===== src/rmts_pkg.sv =====
// Shared types and constants for the rate-monotonic tick scheduler.
package rmts_pkg;

	localparam int TIME_W = 10;
	localparam int NUM_W  = 4;
	localparam int IDX_W  = 3;
	localparam int CNT_W  = 4;

	localparam logic OP_LOAD = 1'b0;
	localparam logic OP_TICK = 1'b1;

	typedef enum logic [1:0] {
		ST_IDLE,
		ST_SCAN,
		ST_UPDATE
	} state_t;

	// selection token passed down the cell chain
	typedef struct packed {
		logic              vld;
		logic              found;
		logic [TIME_W-1:0] best;
		logic [NUM_W-1:0]  num;
	} tok_t;

	// task entry write
	typedef struct packed {
		logic              we;
		logic [IDX_W-1:0]  idx;
		logic [TIME_W-1:0] budget;
		logic [TIME_W-1:0] period;
	} ld_t;

	// end-of-tick update broadcast
	typedef struct packed {
		logic             go;
		logic             found;
		logic [NUM_W-1:0] num;
	} upd_t;

endpackage


===== src/rmts_cell.sv =====
// One task entry of the scheduler chain: state, selection stage and tick update.
module rmts_cell #(
	parameter int IDX = 0
) (
	input  logic                       clk,
	input  logic                       arst_n,
	input  rmts_pkg::ld_t              ld,
	input  rmts_pkg::upd_t             upd,
	input  logic [rmts_pkg::CNT_W-1:0] count,
	input  rmts_pkg::tok_t             tok_i,
	output rmts_pkg::tok_t             tok_o
);
	import rmts_pkg::*;

	localparam logic [NUM_W-1:0] MY_NUM = NUM_W'(IDX + 1);

	logic [TIME_W-1:0] budget_q;
	logic [TIME_W-1:0] period_q;
	logic [TIME_W-1:0] rem_q;
	logic [TIME_W-1:0] phase_q;
	logic              vld_q;
	tok_t              tok_q;
	tok_t              tok_d;
	logic              in_use;
	logic              take;
	logic              chosen;
	logic [TIME_W:0]   ph_inc;

	assign in_use = (32'(count) > IDX) && (period_q != '0);
	assign take   = tok_i.vld && in_use && (rem_q != '0) &&
	                (!tok_i.found || (period_q < tok_i.best));
	assign chosen = upd.found && (upd.num == MY_NUM);
	assign ph_inc = {1'b0, phase_q} + (TIME_W+1)'(1);

	always_comb begin
		tok_d = tok_i;
		if (take) begin
			tok_d.found = 1'b1;
			tok_d.best  = period_q;
			tok_d.num   = MY_NUM;
		end
	end

	always_ff @(posedge clk or negedge arst_n) begin
		if (!arst_n) begin
			vld_q <= 1'b0;
		end else begin
			vld_q <= tok_i.vld;
		end
	end

	always_ff @(posedge clk) begin
		tok_q <= tok_d;
		if (ld.we && (32'(ld.idx) == IDX)) begin
			budget_q <= ld.budget;
			period_q <= ld.period;
			rem_q    <= ld.budget;
			phase_q  <= '0;
		end else if (upd.go) begin
			if (in_use && (ph_inc >= {1'b0, period_q})) begin
				phase_q <= '0;
				rem_q   <= budget_q;
			end else begin
				if (in_use)
					phase_q <= ph_inc[TIME_W-1:0];
				if (chosen)
					rem_q <= rem_q - TIME_W'(1);
			end
		end
	end

	always_comb begin
		tok_o     = tok_q;
		tok_o.vld = vld_q;
	end

endmodule


===== src/rate_monotonic_tick_scheduler_unit.sv =====
// Top level of the rate-monotonic tick scheduler: control and cell chain.
//
// Input stream (s_*): one transaction per item. tuser is the op: load writes
// one task entry (execution budget, period; remaining budget reloads, phase
// clears) and gives no result; tick runs one scheduling step and gives one
// result on the output stream (m_*): the chosen task number plus one, 0 idle.
// Configuration (cfg_*): task_count, the number of entries scheduled.
// A load is written into its entry on acceptance. A tick walks a selection token
// down the row of MAX_TASKS cells, one cell per cycle, then updates all
// entries in its update step, which raises m_tvalid; the next item is taken
// the cycle after the update. The chain length sets how long the scan takes.
// The output register holds the result while m_tready is low; a following
// tick waits in its update step until that register is free; loads proceed.
// Reset clears control and task_count; table contents are undefined until
// loaded.
module rate_monotonic_tick_scheduler_unit #(
	parameter int MAX_TASKS = 8
) (
	input  logic        clk,
	input  logic        arst_n,
	input  logic        s_tvalid,
	output logic        s_tready,
	input  logic [23:0] s_tdata,   // task_index[2:0], exec_budget[12:3], task_period[22:13]
	input  logic        s_tuser,   // op
	output logic        m_tvalid,
	input  logic        m_tready,
	output logic [7:0]  m_tdata,   // running_task[3:0]
	input  logic        cfg_valid,
	output logic        cfg_ready,
	input  logic [3:0]  cfg_data
);
	import rmts_pkg::*;

	state_t           state_q;
	state_t           state_d;
	logic [CNT_W-1:0] count_q;
	logic [NUM_W-1:0] run_q;
	logic [NUM_W-1:0] res_q;
	logic             found_q;
	logic             m_tvalid_q;
	logic             s_acc;
	logic             upd_fire;
	ld_t              ld;
	upd_t             upd;
	tok_t             chain [MAX_TASKS+1];

	assign s_acc = s_tvalid && s_tready;

	always_comb begin
		state_d = state_q;
		unique case (state_q)
			ST_IDLE:   if (s_acc && (s_tuser == OP_TICK)) state_d = ST_SCAN;
			ST_SCAN:   if (chain[MAX_TASKS].vld) state_d = ST_UPDATE;
			ST_UPDATE: if (!m_tvalid_q || m_tready) state_d = ST_IDLE;
			default:   state_d = ST_IDLE;
		endcase
	end

	always_comb begin
		s_tready = (state_q == ST_IDLE);
		upd_fire = (state_q == ST_UPDATE) && (!m_tvalid_q || m_tready);
	end

	always_ff @(posedge clk or negedge arst_n) begin
		if (!arst_n) begin
			state_q    <= ST_IDLE;
			count_q    <= '0;
			m_tvalid_q <= 1'b0;
		end else begin
			state_q <= state_d;
			if (cfg_valid)
				count_q <= cfg_data;
			if (upd_fire)
				m_tvalid_q <= 1'b1;
			else if (m_tready)
				m_tvalid_q <= 1'b0;
		end
	end

	always_ff @(posedge clk) begin
		if (chain[MAX_TASKS].vld) begin
			found_q <= chain[MAX_TASKS].found;
			run_q   <= chain[MAX_TASKS].found ? chain[MAX_TASKS].num : '0;
		end
		if (upd_fire)
			res_q <= run_q;
	end

	assign ld.we     = s_acc && (s_tuser == OP_LOAD);
	assign ld.idx    = s_tdata[2:0];
	assign ld.budget = s_tdata[12:3];
	assign ld.period = s_tdata[22:13];

	assign upd.go    = upd_fire;
	assign upd.found = found_q;
	assign upd.num   = run_q;

	assign chain[0].vld   = s_acc && (s_tuser == OP_TICK);
	assign chain[0].found = 1'b0;
	assign chain[0].best  = '0;
	assign chain[0].num   = '0;

	for (genvar g = 0; g < MAX_TASKS; g++) begin : g_cell
		rmts_cell #(.IDX(g)) u_cell (
			.clk   (clk),
			.arst_n(arst_n),
			.ld    (ld),
			.upd   (upd),
			.count (count_q),
			.tok_i (chain[g]),
			.tok_o (chain[g+1])
		);
	end

	assign cfg_ready = 1'b1;
	assign m_tvalid  = m_tvalid_q;
	assign m_tdata   = {4'b0, res_q};

`ifndef SYNTH
	a_tok_in_scan: assert property (@(posedge clk) disable iff (!arst_n)
		chain[MAX_TASKS].vld |-> (state_q == ST_SCAN))
		else $error("selection token left chain outside scan");
	a_tick_starts_scan: assert property (@(posedge clk) disable iff (!arst_n)
		(s_tvalid && s_tready && (s_tuser == OP_TICK)) |=> (state_q == ST_SCAN))
		else $error("tick did not start a scan");
	a_update_gives_result: assert property (@(posedge clk) disable iff (!arst_n)
		upd_fire |=> m_tvalid)
		else $error("update without result");
`endif

endmodule

===== config.mk =====
export PLATFORM = sky130hd
export DESIGN_NAME = rate_monotonic_tick_scheduler_unit
export DESIGN_NICKNAME = d
export VERILOG_FILES = /design/src/rmts_pkg.sv /design/src/rmts_cell.sv /design/src/rate_monotonic_tick_scheduler_unit.sv
export SDC_FILE = /design/constraint.sdc
export NUM_CORES = 1
export LEC_CHECK = 0
export BUFFER_PORTS_ARGS = -buffer_cell sky130_fd_sc_hd__buf_2
export CAP_MARGIN = 10
export CORE_MARGIN = 1.5
export CORE_UTILIZATION = 37
export DETAILED_ROUTE_END_ITERATION = 7
export GPL_TIMING_DRIVEN = 0
export PLACE_DENSITY = 0.55
export SETUP_SLACK_MARGIN = 0.4
export SYNTH_ARGS = -nofsm -noshare
export SYNTH_HDL_FRONTEND = slang
export SYNTH_SLANG_ARGS = --single-unit

===== constraint.sdc =====
create_clock -name clk -period 4.9 [get_ports clk]
set_clock_uncertainty 0.1 [all_clocks]
set_input_delay 1.47 -clock clk [delete_from_list [all_inputs] [get_ports clk]]
set_output_delay 1.47 -clock clk [all_outputs]
set_load 0.02 [all_outputs]

Word-level counts from Yosys, hierarchy flattened --
Cells that the tools add are included. W data, S select, Z words.
Cells by class: $add $sub $neg 16, magnitude comparators 23, equal/unequal tests 20, multiplexer cells 61, bitwise operators 1, reduce and logical (&&, ||, !) cells 135
Operators with widths (number):
- $mux W10 | 48
- $reduce_bool A10 Y1 | 16
- $add A10 B1 Y11 const B | 8
- $ge A11 B10 Y1 | 8
- $mux W14 | 6
- $sub A10 B1 Y10 const B | 8
- $lt A10 B10 Y1 | 7
- $logic_and A1 B1 Y1 | 59
- $reduce_bool A2 Y1 | 17
- $reduce_and A2 Y1 | 16
- $reduce_bool A3 Y1 | 8
- $eq A4 B3 Y1 const B | 4
- $gt A4 B3 Y1 const B | 4
- $mux W15 | 1
- $eq A3 B3 Y1 const B | 4
- $eq A4 B2 Y1 const B | 2
- $gt A4 B1 Y1 const B | 2
- $gt A4 B2 Y1 const B | 2
- $logic_not A1 Y1 | 8
- $logic_or A1 B1 Y1 | 8
- $eq A3 B2 Y1 const B | 2
- $mux W2 | 3
- $ne A2 B1 Y1 const B | 3
- $pmux W2 S3 | 1
- other kinds (10) | 11
Storage, ports and cells: register bits after elaboration 454, output and inout bits 11, logic and storage cells 325

Logic depth before layout (Yosys ltp) --
depth after elaboration 6, depth in mapped cells 14, depth with buffers taken out 12

Hierarchy --
Synthesis repeated with hierarchy kept, for this count alone.
Second synthesis, totals: cells, all modules 2404, area, all modules 25100.3 sq um
By module, submodules not included:
- rmts_cell (g_cell[1].u_cell) | times used 1, cells each 310, area an instance 3185.6 sq um, sequential area each 1426.4 sq um
- rmts_cell (g_cell[7].u_cell) | times used 1, cells each 299, area an instance 3119.2 sq um, sequential area each 1426.4 sq um
- rmts_cell (g_cell[0].u_cell) | times used 1, cells each 299, area an instance 3074.2 sq um, sequential area each 1426.4 sq um
- rmts_cell (g_cell[2].u_cell) | times used 1, cells each 299, area an instance 3066.7 sq um, sequential area each 1426.4 sq um
- rmts_cell (g_cell[5].u_cell) | times used 1, cells each 289, area an instance 3056.7 sq um, sequential area each 1426.4 sq um
- rmts_cell (g_cell[6].u_cell) | times used 1, cells each 300, area an instance 3051.7 sq um, sequential area each 1426.4 sq um
- rmts_cell (g_cell[4].u_cell) | times used 1, cells each 299, area an instance 3045.4 sq um, sequential area each 1426.4 sq um
- rmts_cell (g_cell[3].u_cell) | times used 1, cells each 267, area an instance 2861.5 sq um, sequential area each 1426.4 sq um
- rate_monotonic_tick_scheduler_unit | times used 1, cells each 42, area an instance 639.4 sq um, sequential area each 445.4 sq um

Least setup slack after synthesis --
Ideal clock, no wire load.
kind in2reg, from input s_tuser, to register g_cell[7].u_cell.rem_q[8], data pin, setup time 0.294 ns, data arrival time 3.355 ns, data required time 4.506 ns, path slack 1.152 ns, stages 6, path buffers 1, path through nor4b_1 > and2_1 > nand3_1 > inv_2 > buf_1 > o21ai_1
Between the ends: cells in the longest elaborated chain, start to end 4
RTL lines:
- from (decl) | line rate_monotonic_tick_scheduler_unit.sv:24 | input logic s_tuser,
- $not A1 Y1 | line rate_monotonic_tick_scheduler_unit.sv:89 | assign ld.we = s_acc && (s_tuser == OP_LOAD);
- $logic_and A1 B1 Y1 | line rate_monotonic_tick_scheduler_unit.sv:89
- $logic_and A1 B1 Y1 | line rmts_cell.sv:54 | if (ld.we && (32'(ld.idx) == IDX)) begin
- $mux W10 | line rmts_cell.sv:54
- to (signal assigned) | line rmts_cell.sv:57 | rem_q <= ld.budget;
- to (signal assigned) | line rmts_cell.sv:62 | rem_q <= budget_q;
- to (signal assigned) | line rmts_cell.sv:67 | rem_q <= rem_q - TIME_W'(1);
- to (decl) | line rmts_cell.sv:19 | logic [TIME_W-1:0] rem_q;
No other way between the ends. A chain may end at the register's enable or synchronous reset.

Worst setup path after layout --
from register g_cell[4].u_cell.phase_q[0], to register g_cell[4].u_cell.rem_q[0], enable pin
Between the ends: cells in the longest elaborated chain, start to end 5
RTL lines:
- from (decl) | line rmts_cell.sv:20 | logic [TIME_W-1:0] phase_q;
- from (signal assigned) | line rmts_cell.sv:65 | phase_q <= ph_inc[TIME_W-1:0];
- $add A10 B1 Y11 | line rmts_cell.sv:33 | assign ph_inc = {1'b0, phase_q} + (TIME_W+1)'(1);
- $ge A11 B10 Y1 | line rmts_cell.sv:60 | if (in_use && (ph_inc >= {1'b0, period_q})) begin
- $logic_and A1 B1 Y1 | line rmts_cell.sv:60
- $reduce_bool A3 Y1 (no source line)
- $reduce_and A2 Y1 (no source line)
- to (signal assigned) | line rmts_cell.sv:57
- to (signal assigned) | line rmts_cell.sv:62
- to (signal assigned) | line rmts_cell.sv:67
- to (decl) | line rmts_cell.sv:19
No other way between the ends.

==> qor.yml <==
ant_nets: 0
critPathKind: "reg2reg"
grt.total_usage_pct: 18.5
area_delta_synth_final_pct: 13.0
fin_setup_tns_ps: 0
p_sw_w: 0.00268
syn_area_per_cell_sq_um: 10.6
endpoint_kind: "flop"
ir_drop_v: 0.000297
dp_hpwl_mm: 41.1
fmax_mhz: 238
synthDistinctLibCells: 77
hold_violations: 0
p_per_area_nw_per_um2: 392
internal_power_w: 0.00720
design_area_sq_um: 25200
hp-class: "reg2reg"
cts_setup_buffers: 0
async_flop_share_pct: 3.39
worstSkewPairLatency_ps: 610
coreArea_sq_um: 59400
nets: 2393
pin_count: 45
power.static_leakage_nw: 10.1
cts_tree: "yes"
fin_crit_sh_pct: 85.7
status: "complete, no violations"
vias_per_cell: 5.27
dp_slack_ps: 230
drc: 0
tightest_slew_ps: 1270
min_from: "g_cell[1].u_cell.vld_q"
clock-root-buffer: "clkbuf_16"
die_area_sq_um: 61800
grt_pass1_vias: 15924
rrSetupSlack_ps: 700
grt_first_pass_wirelength_mm: 89.6
setup_viol: 0
slowest_stage: "o21ai_1"
cts.reportedPaths.clkPinSlew_ps: 70
start_kind: "flop"
placed_area_sq_um: 23500
hold_end: "g_cell[2].u_cell.vld_q"
antenna_found_initial: 1
syn_area_sq_um: 22300
io_buffers: 38
pwr-share-clk_pct: 39.3
ys_ff_latch: 442
grt-ovfl-total: 0
grt_max_degree: 30
rows: 89
synth_cells: 2105
clock_sinks: 442
arrival_ps: 4310
yosysWarnings: 0
dr.pass1.iters: 4
yosysSeqAreaShare_pct: 51.2
cp_max_fo: 10
hold_depth: 0
layout_commonest_cell: "edfxtp_1"
placedCellCount: 2921
die_h_um: 249
fin_total_pwr_w: 0.00988
slew_violations: 0
cts_buffers: 50
slowest_delay_ps: 680
combinationalPowerShare_pct: 14.6
fillCellCount: 5649
swShare_pct: 27.1
crit_start: "g_cell[4].u_cell.phase_q[0]"
crit_required_ps: 5010
crit_chain: "nand3_1, or2_1, clkbuf_1, o21a_1, or2_1, ha_1, and3_1, a21bo_2, a31oi_1, a22oi_1, buf_2, o21a_1, o21ai_1"
cap_violations: 0
mostFrequentLayoutCells: "edfxtp_1 (249), nand2_1 (182), dfxtp_1 (178)"
gp_congestion: 0.858
pwr-share-seq_pct: 46.1
cts_max_level: 2
synth-edff-count: 249
postCtsHoldBufs: 0
clock_path_buffers: 3
setup_slack_ps: 701
timing.rr.end: "g_cell[4].u_cell.rem_q[0]"
totalWireLength_mm: 57.4
instances_no_fill: 3016
cts_resized: 0
reg2reg_depth: 13
vias: 15900
synth_ff_type: "edfxtp_1"
post-route-min-period_ps: 4200
grt_setup_unrepaired: "no"
worstReg2RegStart: "g_cell[4].u_cell.phase_q[0]"
slew_headroom_pct: 15.5
drt-initial-drc-count: 1001
wl_per_cell_um: 19.0
start_util_pct: 37.6
drive_gt1_share_pct: 8.70
dieWidth_um: 249
-- worst max-delay path, delay by kind of cell (launching register included) --
kind            cells  cell delay, ps
flops               1             390
compound gates      6            1690
fa+ha+maj           1             280
simple gates        4             870
buf+inv             2             490
-- cells in the mapped netlist, drive strengths merged, types with 24 or more instances --
master / n / area [sq um]
buf: 34 / 191
a21oi: 91 / 467
clkbuf: 35 / 131
o21ai: 109 / 546
ha: 159 / 1990
mux2i: 103 / 1030
nand2b: 33 / 206
nand3: 57 / 285
nor2b: 24 / 150
nand2: 182 / 683
dfxtp: 178 / 3560
a31oi: 24 / 150
nor4: 51 / 319
edfxtp: 249 / 7480
xnor2: 52 / 455
nor2: 121 / 454
inv: 174 / 653
nor3: 50 / 250
xor2: 67 / 587
a211oi: 29 / 228
-- final cells by class --
class	count	area [sq um]	share of cell area (%)
Tap cell	773	967	3.84
Timing Repair Buffer	40	200	0.794
Multi-Input combinational cell	1423	9930	39.4
Buffer	69	327	1.30
Inverter	174	653	2.59
Antenna cell	1	2.50	0.00993
Clock inverter	29	302	1.20
Clock buffer	65	1410	5.59
Sequential cell	442	11400	45.3
-- how the worst max path moves through the flow --
stage                                         endpoint  slack (ps)  cells after the start
after floorplan              g_cell[7].u_cell.rem_q[8]        1150                      6
after global placement    g_cell[5].u_cell.period_q[2]         110                      6
after detailed placement   g_cell[6].u_cell.phase_q[1]         230                      7
after CTS                    g_cell[4].u_cell.rem_q[6]         670                     13
after global routing         g_cell[4].u_cell.rem_q[0]         460                     13
final                        g_cell[4].u_cell.rem_q[0]         700                     13
-- state kept, by name, indices dropped and copies added, names as in the netlist --
register,flops
count_q,4
found_q,1
g_cell.u_cell.budget_q,80
g_cell.u_cell.period_q,80
g_cell.u_cell.phase_q,80
g_cell.u_cell.rem_q,80
g_cell.u_cell.tok_o,98
g_cell.u_cell.vld_q,8
m_tvalid,1
res_q,4
run_q,4
state_q,2
-- metrics by stage --
step | utilization [%] | hold WS [ps]
4_1_cts | 42.5 | 290
6_report | 42.5 | 292
3_5_place_dp | 39.6 | 281
3_3_place_gp | 39.6 | 281
5_1_grt | 42.5 | 288
2_1_floorplan | - | 254
-- metal layers --
metal,track usage (%),vias to the layer above,routed length (um)
li1,-,7798,-
met1,24.0,7723,26100
met2,32.0,290,27800
met3,2.94,89,2380
met4,4.86,0,1230
met5,0,-,0
-- power groups by stage --
stage / sequential, W / combinational [W] / clock, W
final: 0.00455 / 0.00144 / 0.00388
after global routing: 0.00460 / 0.00165 / 0.00414
after CTS: 0.00456 / 0.00146 / 0.00397
after detailed placement: 0.00463 / 0.00145 / 0
after global placement: 0.00462 / 0.00140 / 0
after floorplan: 0.00454 / 0.00102 / 0
-- cell families after synthesis --
family                   count (synthesis)  synth area share (%)
adder cells (fa/ha/maj)                159                  8.92
other                                    2                0.0337
flip-flops                             442                  51.2
AO/OA/AOI/OAI                          391                  11.5
multiplexers                           114                  5.18
AND/OR/NAND/NOR                        635                  14.1
buffers and inverters                  243                  4.37
XOR/XNOR                               119                  4.67
(Power assumes the default switching activity.)
